File: src/design/assert_macros.svh
// Assertion macros shared by the blink menu RTL.
`ifndef ASSERT_MACROS_SVH
`define ASSERT_MACROS_SVH

// Property must hold at every rising clock edge outside reset.
`define ASSERT_AT(label, clk, rst, prop, msg) \
   label: assert property (@(posedge clk) disable iff (rst) (prop)) else $error(msg);

// Expression must never be true outside reset.
`define ASSERT_NEVER(label, clk, rst, expr, msg) \
   label: assert property (@(posedge clk) disable iff (rst) !(expr)) else $error(msg);

`endif

File: src/design/sbbm_pkg.sv
// Types and constants of the single button blink menu.
package sbbm_pkg;

   localparam int unsigned TimeWidth   = 32;
   localparam int unsigned PressWidth  = 16;
   localparam int unsigned OptionWidth = 8;
   localparam int unsigned CsrIdxWidth = 8;
   localparam int unsigned CsrDatWidth = 16;

   typedef enum logic [CsrIdxWidth-1:0] {
      CSR_OPTION_LIMIT    = 8'd0,
      CSR_IDLE_BLINK_MS   = 8'd1,
      CSR_LONG_PRESS_MS   = 8'd2,
      CSR_MENU_TIMEOUT_MS = 8'd3,
      CSR_MENU_GAP_MS     = 8'd4,
      CSR_MENU_BLINK_MS   = 8'd5
   } csr_index_type;

   localparam logic [OptionWidth-1:0] RstOptionLimit  = 8'd1;
   localparam logic [PressWidth-1:0]  RstIdleBlinkMs  = 16'd250;
   localparam logic [PressWidth-1:0]  RstLongPressMs  = 16'd2000;
   localparam logic [PressWidth-1:0]  RstMenuTimeout  = 16'd15000;
   localparam logic [PressWidth-1:0]  RstMenuGapMs    = 16'd1000;
   localparam logic [PressWidth-1:0]  RstMenuBlinkMs  = 16'd350;

   typedef struct packed {
      logic [OptionWidth-1:0] option_limit;
      logic [PressWidth-1:0]  idle_blink_ms;
      logic [PressWidth-1:0]  long_press_ms;
      logic [PressWidth-1:0]  menu_timeout_ms;
      logic [PressWidth-1:0]  menu_gap_ms;
      logic [PressWidth-1:0]  menu_blink_ms;
   } cfg_type;

   typedef struct packed {
      logic [TimeWidth-1:0]  now_ms;
      logic                  released;
      logic [PressWidth-1:0] press_ms;
   } req_type;

   typedef struct packed {
      logic                   led_on;
      logic                   in_menu;
      logic                   chosen_valid;
      logic [OptionWidth-1:0] chosen_option;
   } rsp_type;

endpackage

File: src/design/sbbm_ifaces.sv
// Handshake interfaces for the request, response and register write channels.
interface sbbm_req_if import sbbm_pkg::*; ();
   logic                  valid;
   logic                  ready;
   logic [TimeWidth-1:0]  now_ms;
   logic                  released;
   logic [PressWidth-1:0] press_ms;
   modport source (output valid, output now_ms, output released, output press_ms,
                   input ready);
   modport sink (input valid, input now_ms, input released, input press_ms,
                 output ready);
endinterface

interface sbbm_rsp_if import sbbm_pkg::*; ();
   logic                   valid;
   logic                   ready;
   logic                   led_on;
   logic                   in_menu;
   logic                   chosen_valid;
   logic [OptionWidth-1:0] chosen_option;
   modport source (output valid, output led_on, output in_menu, output chosen_valid,
                   output chosen_option, input ready);
   modport sink (input valid, input led_on, input in_menu, input chosen_valid,
                 input chosen_option, output ready);
endinterface

interface sbbm_csr_if import sbbm_pkg::*; ();
   logic                   valid;
   logic                   ready;
   logic [CsrIdxWidth-1:0] index;
   logic [CsrDatWidth-1:0] data;
   modport source (output valid, output index, output data, input ready);
   modport sink (input valid, input index, input data, output ready);
endinterface

File: src/design/sbbm_csr.sv
// Configuration register file of the blink menu.
module sbbm_csr
   import sbbm_pkg::*;
(
   input  logic       clock,
   input  logic       reset,
   sbbm_csr_if.sink   csr_bus,
   output cfg_type    cfg
);

   cfg_type cfg_ff, cfg_in;

   assign csr_bus.ready = 1'b1;
   assign cfg = cfg_ff;

   always_comb begin
      cfg_in = cfg_ff;
      if (csr_bus.valid) begin
         case (csr_index_type'(csr_bus.index))
            CSR_OPTION_LIMIT:    cfg_in.option_limit    = csr_bus.data[OptionWidth-1:0];
            CSR_IDLE_BLINK_MS:   cfg_in.idle_blink_ms   = csr_bus.data;
            CSR_LONG_PRESS_MS:   cfg_in.long_press_ms   = csr_bus.data;
            CSR_MENU_TIMEOUT_MS: cfg_in.menu_timeout_ms = csr_bus.data;
            CSR_MENU_GAP_MS:     cfg_in.menu_gap_ms     = csr_bus.data;
            CSR_MENU_BLINK_MS:   cfg_in.menu_blink_ms   = csr_bus.data;
            default:             cfg_in = cfg_ff;
         endcase
      end
   end

   always_ff @(posedge clock) begin
      if (reset) begin
         cfg_ff.option_limit    <= RstOptionLimit;
         cfg_ff.idle_blink_ms   <= RstIdleBlinkMs;
         cfg_ff.long_press_ms   <= RstLongPressMs;
         cfg_ff.menu_timeout_ms <= RstMenuTimeout;
         cfg_ff.menu_gap_ms     <= RstMenuGapMs;
         cfg_ff.menu_blink_ms   <= RstMenuBlinkMs;
      end else begin
         cfg_ff <= cfg_in;
      end
   end

endmodule

File: src/design/sbbm_core.sv
// Mode state and per-tick update logic of the blink menu.
`include "assert_macros.svh"
module sbbm_core
   import sbbm_pkg::*;
(
   input  logic    clock,
   input  logic    reset,
   input  logic    step,
   input  req_type item,
   input  cfg_type cfg,
   output rsp_type result
);

   logic                   menu_ff, menu_in;
   logic                   led_ff, led_in;
   logic                   phase_ff, phase_in;
   logic [TimeWidth-1:0]   blink_due_ff, blink_due_in;
   logic [TimeWidth-1:0]   activity_ff, activity_in;
   logic [OptionWidth-1:0] option_ff, option_in;
   logic [TimeWidth-1:0]   shown_due_ff, shown_due_in;
   logic [OptionWidth-1:0] count_ff, count_in;
   logic                   shown_phase_ff, shown_phase_in;

   logic [TimeWidth-1:0] idle_due_sum;
   logic [TimeWidth-1:0] blink_sum;
   logic [TimeWidth-1:0] gap_sum;
   logic [TimeWidth-1:0] timeout_at;
   logic                 is_long;
   logic                 chose;

   assign idle_due_sum = item.now_ms + {{(TimeWidth-PressWidth){1'b0}}, cfg.idle_blink_ms};
   assign blink_sum    = item.now_ms + {{(TimeWidth-PressWidth){1'b0}}, cfg.menu_blink_ms};
   assign gap_sum      = item.now_ms + {{(TimeWidth-PressWidth){1'b0}}, cfg.menu_gap_ms};
   assign is_long      = item.press_ms > cfg.long_press_ms;
   assign chose        = step && result.chosen_valid;

   always_comb begin
      menu_in        = menu_ff;
      led_in         = led_ff;
      phase_in       = phase_ff;
      blink_due_in   = blink_due_ff;
      activity_in    = activity_ff;
      option_in      = option_ff;
      shown_due_in   = shown_due_ff;
      count_in       = count_ff;
      shown_phase_in = shown_phase_ff;
      timeout_at     = '0;
      result.chosen_valid  = 1'b0;
      result.chosen_option = '0;

      if (!menu_ff) begin
         if (item.now_ms > blink_due_ff) begin
            phase_in     = !phase_ff;
            led_in       = !phase_ff;
            blink_due_in = idle_due_sum;
         end
         if (item.released && !(item.press_ms < cfg.long_press_ms)) begin
            menu_in        = 1'b1;
            activity_in    = item.now_ms;
            option_in      = {{(OptionWidth-1){1'b0}}, 1'b1};
            count_in       = {{(OptionWidth-1){1'b0}}, 1'b1};
            shown_due_in   = '0;
            shown_phase_in = 1'b0;
         end
      end else begin
         if (shown_due_ff <= item.now_ms) begin
            if (!shown_phase_ff) begin
               led_in         = 1'b0;
               shown_due_in   = blink_sum;
               shown_phase_in = 1'b1;
            end else begin
               led_in = 1'b1;
               if (count_ff >= option_ff) begin
                  shown_due_in = gap_sum;
                  count_in     = {{(OptionWidth-1){1'b0}}, 1'b1};
               end else begin
                  shown_due_in = blink_sum;
                  count_in     = count_ff + {{(OptionWidth-1){1'b0}}, 1'b1};
               end
               shown_phase_in = 1'b0;
            end
         end
         if (item.released) begin
            activity_in = item.now_ms;
            if (!is_long) begin
               if (option_ff >= cfg.option_limit) begin
                  option_in = {{(OptionWidth-1){1'b0}}, 1'b1};
               end else begin
                  option_in = option_ff + {{(OptionWidth-1){1'b0}}, 1'b1};
               end
            end else begin
               result.chosen_valid  = 1'b1;
               result.chosen_option = option_ff;
               menu_in              = 1'b0;
               phase_in             = 1'b0;
               blink_due_in         = '0;
            end
         end
         timeout_at = activity_in + {{(TimeWidth-PressWidth){1'b0}}, cfg.menu_timeout_ms};
         if (menu_in && item.now_ms > timeout_at) begin
            menu_in      = 1'b0;
            phase_in     = 1'b0;
            blink_due_in = '0;
         end
      end

      result.led_on  = led_in;
      result.in_menu = menu_in;
   end

   always_ff @(posedge clock) begin
      if (reset) begin
         menu_ff        <= 1'b0;
         led_ff         <= 1'b0;
         phase_ff       <= 1'b0;
         blink_due_ff   <= '0;
         activity_ff    <= '0;
         option_ff      <= {{(OptionWidth-1){1'b0}}, 1'b1};
         shown_due_ff   <= '0;
         count_ff       <= {{(OptionWidth-1){1'b0}}, 1'b1};
         shown_phase_ff <= 1'b0;
      end else if (step) begin
         menu_ff        <= menu_in;
         led_ff         <= led_in;
         phase_ff       <= phase_in;
         blink_due_ff   <= blink_due_in;
         activity_ff    <= activity_in;
         option_ff      <= option_in;
         shown_due_ff   <= shown_due_in;
         count_ff       <= count_in;
         shown_phase_ff <= shown_phase_in;
      end
   end

   `ASSERT_NEVER(a_option_nonzero, clock, reset, option_ff == '0, "menu option is zero")
   `ASSERT_NEVER(a_count_nonzero, clock, reset, count_ff == '0, "blink count is zero")
   `ASSERT_AT(a_choice_leaves_menu, clock, reset, chose |=> !menu_ff, "choice kept menu open")
   `ASSERT_AT(a_idle_no_choice, clock, reset, !menu_ff |-> !result.chosen_valid, "choice in idle")

endmodule

File: src/design/single_button_blink_menu.sv
// Top level of the single button blink menu: input register, update logic, result register.
//
//   channel  | bus      | direction | payload
//   ---------+----------+-----------+-----------------------------------------------
//   request  | req_bus  | in        | now_ms, released, press_ms
//   response | rsp_bus  | out       | led_on, in_menu, chosen_valid, chosen_option
//   config   | csr_bus  | in        | index, data (always ready)
//
// One transaction per cycle sustained while rsp_bus is ready; a request passes the input
// register, then the update logic into the result register.
// The state registers update as the registered request moves into the result register.
// Synchronous reset restores the register defaults and the idle state.
// A stalled response holds the result register; the input register still takes one more.
`include "assert_macros.svh"
module single_button_blink_menu
   import sbbm_pkg::*;
(
   input  logic       clock,
   input  logic       reset,
   sbbm_req_if.sink   req_bus,
   sbbm_rsp_if.source rsp_bus,
   sbbm_csr_if.sink   csr_bus
);

   logic    in_valid_ff, in_valid_in;
   req_type in_data_ff;
   logic    out_valid_ff, out_valid_in;
   rsp_type out_data_ff;
   logic    advance;
   logic    take;
   cfg_type cfg;
   rsp_type result;

   sbbm_csr u_csr (
      .clock   (clock),
      .reset   (reset),
      .csr_bus (csr_bus),
      .cfg     (cfg)
   );

   sbbm_core u_core (
      .clock  (clock),
      .reset  (reset),
      .step   (advance),
      .item   (in_data_ff),
      .cfg    (cfg),
      .result (result)
   );

   assign advance       = in_valid_ff && (!out_valid_ff || rsp_bus.ready);
   assign req_bus.ready = !in_valid_ff || advance;
   assign take          = req_bus.valid && req_bus.ready;

   assign in_valid_in  = take || (in_valid_ff && !advance);
   assign out_valid_in = advance || (out_valid_ff && !rsp_bus.ready);

   assign rsp_bus.valid         = out_valid_ff;
   assign rsp_bus.led_on        = out_data_ff.led_on;
   assign rsp_bus.in_menu       = out_data_ff.in_menu;
   assign rsp_bus.chosen_valid  = out_data_ff.chosen_valid;
   assign rsp_bus.chosen_option = out_data_ff.chosen_option;

   always_ff @(posedge clock) begin
      if (reset) begin
         in_valid_ff  <= 1'b0;
         out_valid_ff <= 1'b0;
      end else begin
         in_valid_ff  <= in_valid_in;
         out_valid_ff <= out_valid_in;
      end
   end

   always_ff @(posedge clock) begin
      if (take) begin
         in_data_ff.now_ms   <= req_bus.now_ms;
         in_data_ff.released <= req_bus.released;
         in_data_ff.press_ms <= req_bus.press_ms;
      end
      if (advance) begin
         out_data_ff <= result;
      end
   end

   `ASSERT_AT(a_advance_fills_out, clock, reset, advance |=> out_valid_ff, "result lost")
   `ASSERT_AT(a_stall_keeps_input, clock, reset, in_valid_ff && !advance |=> in_valid_ff && $stable(in_data_ff), "input dropped")
   `ASSERT_AT(a_no_advance_when_blocked, clock, reset, out_valid_ff && !rsp_bus.ready |-> !advance, "overwrote held result")

endmodule
File: src/flat_wrapper.sv
// flat-port wrapper written by rule: the top's interface ports become plain ports
module single_button_blink_menu_flat import sbbm_pkg::*;
  (clock, reset, req_bus_valid, req_bus_now_ms, req_bus_released, req_bus_press_ms, req_bus_ready, rsp_bus_valid, rsp_bus_led_on, rsp_bus_in_menu, rsp_bus_chosen_valid, rsp_bus_chosen_option, rsp_bus_ready, csr_bus_valid, csr_bus_index, csr_bus_data, csr_bus_ready);
  sbbm_req_if req_bus_i ();
  sbbm_rsp_if rsp_bus_i ();
  sbbm_csr_if csr_bus_i ();
  input  logic clock;
  input  logic reset;
  input wire logic [$bits(req_bus_i.valid)-1:0] req_bus_valid;
  input wire logic [$bits(req_bus_i.now_ms)-1:0] req_bus_now_ms;
  input wire logic [$bits(req_bus_i.released)-1:0] req_bus_released;
  input wire logic [$bits(req_bus_i.press_ms)-1:0] req_bus_press_ms;
  output wire logic [$bits(req_bus_i.ready)-1:0] req_bus_ready;
  output wire logic [$bits(rsp_bus_i.valid)-1:0] rsp_bus_valid;
  output wire logic [$bits(rsp_bus_i.led_on)-1:0] rsp_bus_led_on;
  output wire logic [$bits(rsp_bus_i.in_menu)-1:0] rsp_bus_in_menu;
  output wire logic [$bits(rsp_bus_i.chosen_valid)-1:0] rsp_bus_chosen_valid;
  output wire logic [$bits(rsp_bus_i.chosen_option)-1:0] rsp_bus_chosen_option;
  input wire logic [$bits(rsp_bus_i.ready)-1:0] rsp_bus_ready;
  input wire logic [$bits(csr_bus_i.valid)-1:0] csr_bus_valid;
  input wire logic [$bits(csr_bus_i.index)-1:0] csr_bus_index;
  input wire logic [$bits(csr_bus_i.data)-1:0] csr_bus_data;
  output wire logic [$bits(csr_bus_i.ready)-1:0] csr_bus_ready;
  assign req_bus_i.valid = req_bus_valid;
  assign req_bus_i.now_ms = req_bus_now_ms;
  assign req_bus_i.released = req_bus_released;
  assign req_bus_i.press_ms = req_bus_press_ms;
  assign req_bus_ready = req_bus_i.ready;
  assign rsp_bus_valid = rsp_bus_i.valid;
  assign rsp_bus_led_on = rsp_bus_i.led_on;
  assign rsp_bus_in_menu = rsp_bus_i.in_menu;
  assign rsp_bus_chosen_valid = rsp_bus_i.chosen_valid;
  assign rsp_bus_chosen_option = rsp_bus_i.chosen_option;
  assign rsp_bus_i.ready = rsp_bus_ready;
  assign csr_bus_i.valid = csr_bus_valid;
  assign csr_bus_i.index = csr_bus_index;
  assign csr_bus_i.data = csr_bus_data;
  assign csr_bus_ready = csr_bus_i.ready;
  single_button_blink_menu u_core (.clock(clock), .reset(reset), .req_bus(req_bus_i), .rsp_bus(rsp_bus_i), .csr_bus(csr_bus_i));
endmodule
File: config.mk
export PLATFORM = sky130hd
export DESIGN_NAME = single_button_blink_menu_flat
export DESIGN_NICKNAME = d
export VERILOG_FILES = /design/src/design/sbbm_pkg.sv /design/src/design/sbbm_ifaces.sv /design/src/design/sbbm_csr.sv /design/src/design/sbbm_core.sv /design/src/design/single_button_blink_menu.sv /design/src/flat_wrapper.sv
export VERILOG_INCLUDE_DIRS = /design/src /design/src/design
export SDC_FILE = /design/constraint.sdc
export NUM_CORES = 1
export LEC_CHECK = 0
export BUFFER_PORTS_ARGS = -buffer_cell sky130_fd_sc_hd__clkbuf_2
export CAP_MARGIN = 20
export CORE_UTILIZATION = 30
export CTS_BUF_LIST = sky130_fd_sc_hd__clkbuf_4 sky130_fd_sc_hd__clkbuf_8
export CTS_CLUSTER_DIAMETER = 30
export CTS_CLUSTER_SIZE = 28
export DETAILED_ROUTE_END_ITERATION = 8
export PLACE_DENSITY_LB_ADDON = 0.12
export SLEW_MARGIN = 25
export SYNTH_ARGS = -nofsm -noshare
export SYNTH_HDL_FRONTEND = slang
export SYNTH_SLANG_ARGS = --single-unit
File: constraint.sdc
create_clock -name clock -period 6 [get_ports clock]
set_clock_uncertainty 0.05 [all_clocks]
set_input_delay 0.3 -clock clock [delete_from_list [all_inputs] [get_ports clock]]
set_output_delay 0.3 -clock clock [all_outputs]
set_load 0.02 [all_outputs]
==> results of run 1 <==
cell type report:
type	count	area (µm²)
clock buffers	105	1350
clock inverters	42	536
fillers	5711	34500
inverters	123	462
multi-input cells	1503	10200
flip-flops and latches	266	5930
well taps	748	936
repair buffers	200	1450
power by group through the flow:
stage | logic, µW | registers (µW) | clock network, µW
6_report | 684 | 1930 | 3020
5_1_grt | 764 | 1930 | 3190
4_1_cts | 685 | 1930 | 3100
3_5_place_dp | 647 | 1960 | 0
3_3_place_gp | 637 | 1960 | 0
2_1_floorplan | 425 | 1960 | 0
stage by stage:
stage	worst slack (ps)	utilization	hold WS, ps	cells	power [µW]
after detailed placement	20.4	0.330	395	2775	2610
after CTS	171	0.376	1.39	2985	5720
after global routing	48.7	0.377	16.7	2987	5890
after global placement	121	0.330	387	2775	2600
after floorplan	114	-	349	1977	2380
final	443	0.377	40.0	2987	5640
path summary, 6_finish.rpt:
check	start	end	slack, ps
worst max-delay path	u_core.in_data_ff[16]	u_core.u_core.blink_due_ff[9]	440
worst min-delay path	csr_bus_data[3]	u_core.u_csr.cfg[51]	40
worst max register to register	u_core.in_data_ff[16]	u_core.u_core.blink_due_ff[9]	440
worst min register to register	u_core.u_core.activity_ff[5]	u_core.u_core.activity_ff[5]	400
cells by family (layout without fill, tap and decap cells):
family | count (synthesis) | after routing | share of synthesized area
AOI/OAI and AO/OA | 519 | 519 | 0.199
xor gates and xnor gates | 82 | 82 | 0.0424
adders and majority gates | 198 | 198 | 0.148
buffers and inverters | 208 | 470 | 0.0519
DFF | 266 | 266 | 0.350
muxes | 44 | 44 | 0.0273
other | 1 | 1 | 0.000221
and+or+nand+nor | 659 | 659 | 0.181
registers in the layout, summed over array words and instances, names as in the netlist, 8 cells and up:
signal / flops
u_core.rsp_bus.chosen_option: 8
u_core.u_csr.cfg: 88
u_core.u_core.blink_due_ff: 32
u_core.u_core.activity_ff: 32
u_core.u_core.option_ff: 8
u_core.u_core.shown_due_ff: 32
u_core.in_data_ff: 49
u_core.u_core.count_ff: 8
critical path: stages, from the launching register on:
cell	delay (ps)
edfxtp_1	390
buf_12	140
mux2_2	330
ha_1	210
inv_1	70
fa_1	200
nor2b_1	70
o31a_1	270
a221oi_1	590
o311ai_2	200
nand3_1	140
nand3_1	230
nand4b_1	190
xnor2_1	80
ha_1	300
nand4_1	170
nor4_2	380
nand3_1	160
and3_1	220
a22oi_2	230
nand3_1	240
a21oi_2	170
buf_4	250
a22o_1	160
metal layers:
metal  routed length (µm)  vias to the layer above  GRT usage  part of all wire
met5                    0                        -          0                 0
met4                 1490                        0     0.0659             0.027
met3                 2140                       90     0.0345             0.039
met2                25600                      312      0.326              0.47
met1                25800                     7243      0.250              0.47
li1                     -                     7561          -                 -
what timing repair did:
action | 4_1_cts | 5_1_grt
resized for setup | 0 | 6
setup endpoints to repair | 15 | 34
hold buffers | 62 | 1
hold endpoints to repair | 95 | 1
buffers inserted | 1 | 0
Yosys cell counts (45+ instances only):
library cell	number
a21o_1	45
a21oi_1	200
clkbuf_1	61
dfxtp_1	206
edfxtp_1	60
ha_1	194
inv_1	120
nand2_1	325
nand3_1	93
nor2_1	71
o21ai_0	74
xnor2_1	54
==> flow_summary.toml, run 1 <==
[grt]
grt_pass1_vias = 15100
antenna_found_initial = 0
gr-total-overflow = 0
grt_max_degree = 75
grt_pass1_wl_mm = 85.4
grt.total_usage = 0.194

[clocking]
cts_made_buffers = 80
cts_tree = "yes"
cts_buffer_depth = 3
insertion_delay_ps = 660
cts_root_buf = "clkbuf_8"
h-tree-depth = 3
clk_pin_slew_worst_paths_ps = 50
cts.sinks = 266

[sta]
hold_viol_final = 0
clock.fmax_mhz = 180
final.period_utilization = 0.926
final-max-slew-violation-count = 0
final.setup.tns_ps = 0
worst_pin_slew_ps = 1010
setup_violations = 0
rsz0062_at_grt = "no"
max-slew-margin-rel = 0.327
layout_min_cycle_time_ps = 5560

[setup_path]
end_kind = "register"
worstPathMaxFanout = 17
worstPathArrival_ps = 6070
startpoint_type = "register"
r2r_cells = 23
critPathKind = "register to register"
required_ps = 6510

[yosys]
synth_top_area_frac = 0.243
synth_area_per_cell_um2 = 8.57
synth-edff-count = 60
synthTopCellsByArea = "dfxtp_1 24%, ha_1 14%, edfxtp_1 11%"
synthCells = 1977
syn_nets = 2253
ys_async_sr_fraction = 0
yosysWarnings = 0
seq_area_frac_synth = 0.350
synth-seq-cells = 266
syn_area_mm2 = 0.0169
netlist-cell-type-count = 82
synth_largest_area_cell = "dfxtp_1"
synthFlopType = "dfxtp_1"

[finish]
nets = 2450
stdcell_area_mm2 = 0.0209
drive_above_1_share = 0.147
mostFrequentLayoutCell = "nand2_1"
diodes = 0
mostFrequentLayoutCells = "325 x nand2_1, 206 x dfxtp_1, 199 x a21oi_1"
areaGrowthSynthToFinish_pct = 23.2

[route]
wl_per_cell_um = 18.4
drc = 0
vias_per_cell = 5.09
vias = 15200
wl_mm = 55.0
detail-route-antenna-nets = 0
first_pass_iters = 5
drt-initial-drc-count = 910

[power]
p_int_uw = 4150
p_leak_uw = 0.00861
powerDensity_mw_per_mm2 = 270
clkPwrFrac = 0.536
irDropWorstVdd_v = 0.000152
power_frac_comb = 0.121
netSwitchingFraction = 0.264
p_sw_uw = 1490
power_frac_seq = 0.342

[floorplanning]
dieArea_mm2 = 0.0574
dieWidth_um = 240
placement_rows = 86
core_area_mm2 = 0.0554
io-pin-count = 92
die_h_um = 240
initial_core_util = 0.306

[place]
io_buffer_count = 90
postPlaceCellArea_mm2 = 0.0183
dp_hpwl_mm = 40.1
gp_congestion = 0.861

[hold_path]
hp-class = "primary input to register"
hold_depth = 3

[status]
status = "finished, final reports clean"

[flow_run]
drv_cap = 0
Power figures use the tool's default switching activity.
==> inputs of run 2 (changes only) <==
--- a/config.mk
+++ b/config.mk
@@ -17,4 +17,5 @@
 export SLEW_MARGIN = 25
 export SYNTH_ARGS = -nofsm -noshare
 export SYNTH_HDL_FRONTEND = slang
+export SYNTH_HIERARCHICAL = 1
 export SYNTH_SLANG_ARGS = --single-unit
==> flow_summary.toml, run 2 <==
[power]
powerDensity_mw_per_mm2 = 267
p_int_uw = 4190
irDropWorstVdd_v = 0.000219
netSwitchingFraction = 0.265
power_frac_seq = 0.340
p_sw_uw = 1510
clkPwrFrac = 0.540
p_leak_uw = 0.00902
power_frac_comb = 0.120

[setup_path]
worstPathArrival_ps = 5870
required_ps = 6490
crit_family = "simple AND/OR/NAND/NOR gates"
cpMaxStageDelayCell = "a311oi_1"
r2r_end = "u_core/u_core/blink_due_ff[30]"
r2r_cells = 24
startpoint_type = "register"
end_kind = "register"
critPathKind = "register to register"
worstPathMaxFanout = 33
cp_num_buf_inv = 4
crit_chain = "buf_12, mux2_2, ha_1, inv_1, fa_1, nor2b_1, o31a_1, o41ai_1, a311oi_1, buf_4, a211oi_2, nor2_1, nand4_1, xnor2_1, ha_1, nand4_1, nor4_2, nand3_1, and2_0, a32o_1, o32ai_4, buf_12, nand2_1, o21ai_0"
cpPeakStageDelay_ps = 410
r2r_setup_slack_ps = 620
rr_startpoint = "u_core/in_data_ff[16]"

[flow_run]
drv_cap = 0

[status]
status = "finished, final reports clean"

[clocking]
cts.sinks = 266
cts_made_buffers = 82
cts_root_buf = "clkbuf_8"
h-tree-depth = 3
cts_buffer_depth = 3
insertion_delay_ps = 660
cts_tree = "yes"
clk_pin_slew_worst_paths_ps = 50

[route]
detail-route-antenna-nets = 0
wl_per_cell_um = 19.3
vias = 14600
drc = 0
drt-initial-drc-count = 646
first_pass_iters = 5
vias_per_cell = 4.96
wl_mm = 56.7

[floorplanning]
dieWidth_um = 242
core_area_mm2 = 0.0567
placement_rows = 87
io-pin-count = 92
dieArea_mm2 = 0.0587
initial_core_util = 0.306
die_h_um = 242

[grt]
grt.total_usage = 0.192
antenna_found_initial = 0
grt_max_degree = 96
grt_pass1_vias = 14800
gr-total-overflow = 0
grt_pass1_wl_mm = 86.8

[sta]
final.setup.tns_ps = 0
rsz0062_at_grt = "no"
worst_pin_slew_ps = 1080
layout_min_cycle_time_ps = 5380
final-max-slew-violation-count = 0
setup_violations = 0
max-slew-margin-rel = 0.278
clock.fmax_mhz = 186
hold_viol_final = 0
whs_ps = 122
final.period_utilization = 0.897

[finish]
drive_above_1_share = 0.152
mostFrequentLayoutCell = "dfxtp_1"
multi_input_area_mm2 = 0.0106
stdcell_area_mm2 = 0.0213
areaGrowthSynthToFinish_pct = 23.0
nFillCells = 5763
nets = 2391
seq_area_mm2 = 0.00593
mostFrequentLayoutCells = "206 x dfxtp_1, 194 x ha_1, 136 x mux2i_1"
largest_reg_flops = 88

[hold_path]
min_from = "reset"
hold_depth = 2
min_to = "u_core/rsp_bus.valid"
hp-class = "primary input to register"

[yosys]
syn_nets = 2195
syn_area_mm2 = 0.0173
netlist-cell-type-count = 86
ys_async_sr_fraction = 0
synth.most_common_cell = "dfxtp_1"
synth-seq-cells = 266
synthTopCellsByArea = "dfxtp_1 24%, ha_1 14%, edfxtp_1 10%"
yosysWarnings = 6
synth_largest_area_cell = "dfxtp_1"
synthCells = 1919
synth_area_per_cell_um2 = 9.03
synth_top_area_frac = 0.238
synth-edff-count = 60
synthFlopType = "dfxtp_1"
synthTopCellsByCount = "206 x dfxtp_1, 194 x ha_1, 136 x mux2i_1, 135 x nor2_1, 130 x nand2_1"
seq_area_frac_synth = 0.342

[place]
postPlaceCellArea_mm2 = 0.0187
io_buffer_count = 90
gp_congestion = 0.872
dp_hpwl_mm = 41.8
[run 2: final cells by class]
type / instances / area share
multi-input combinational: 1451 / 0.499
sequential: 266 / 0.278
timing repair buffer: 190 / 0.0656
clock buffer: 103 / 0.0639
tap: 756 / 0.0444
clock inverter: 50 / 0.0271
inverter: 124 / 0.0218
antenna: 1 / 0.000117
[run 2: timing repair]
action | in CTS | in global routing
resized for setup | 0 | 2
endpoints found under the setup margin | 0 | 35
hold buffers | 66 | 0
hold endpoints to repair | 93 | 0
setup buffers | 0 | 3
[run 2: per-stage QoR]
stage	std cells	util	worst slack, ps	power [µW]
global placement	2718	0.329	274	2610
finish	2941	0.376	618	5700
CTS	2937	0.375	223	5790
detailed placement	2718	0.329	254	2620
floorplan	1919	-	120	2380
global route	2940	0.376	120	5970
[run 2: logic make-up after synthesis]
kind of cell	count (synthesis)	share of synthesized area
AOI/OAI and AO/OA	396	0.148
xor gates and xnor gates	94	0.0475
adders and majority gates	198	0.145
buffers and inverters	202	0.0467
DFF	266	0.342
muxes	156	0.0915
other	1	0.000216
and+or+nand+nor	606	0.180
[run 2: power groups by stage]
stage,clock network [µW],logic [µW],registers [µW]
6_report,3080,684,1940
5_1_grt,3270,759,1940
4_1_cts,3170,681,1940
3_5_place_dp,0,643,1980
3_3_place_gp,0,635,1980
2_1_floorplan,0,430,1960
[run 2: worst max path at each step]
stage	end	start	cells past startpoint
global route	u_core/u_core/blink_due_ff[29]	u_core/in_data_ff[16]	24
finish	u_core/u_core/blink_due_ff[30]	u_core/in_data_ff[16]	24
global placement	u_core/u_core/blink_due_ff[24]	u_core/in_data_ff[16]	23
detailed placement	u_core/u_core/blink_due_ff[30]	u_core/in_data_ff[16]	21
CTS	u_core/u_core/blink_due_ff[30]	u_core/in_data_ff[16]	21
floorplan	u_core/u_core/blink_due_ff[27]	u_core/in_data_ff[16]	26
[run 2: worst register-to-register path, stage by stage (launching register included)]
cell      delay [ps]
edfxtp_1         400
buf_12           170
mux2_2           220
ha_1             160
inv_1             60
fa_1             390
nor2b_1          160
o31a_1           190
o41ai_1          110
a311oi_1         410
buf_4            220
a211oi_2          80
nor2_1           310
nand4_1          170
xnor2_1          160
ha_1             290
nand4_1          180
nor4_2           350
nand3_1          140
and2_0           180
a32o_1           300
o32ai_4          140
buf_12           230
nand2_1          120
o21ai_0           80
[run 2: per-layer routing]
layer  routed length [µm]  vias to the layer above  track usage
met5                    0                        -            0
li1                     -                     7323            -
met3                 1730                       94       0.0297
met1                27000                     6882        0.251
met4                 1460                        0       0.0644
met2                26500                      278        0.320
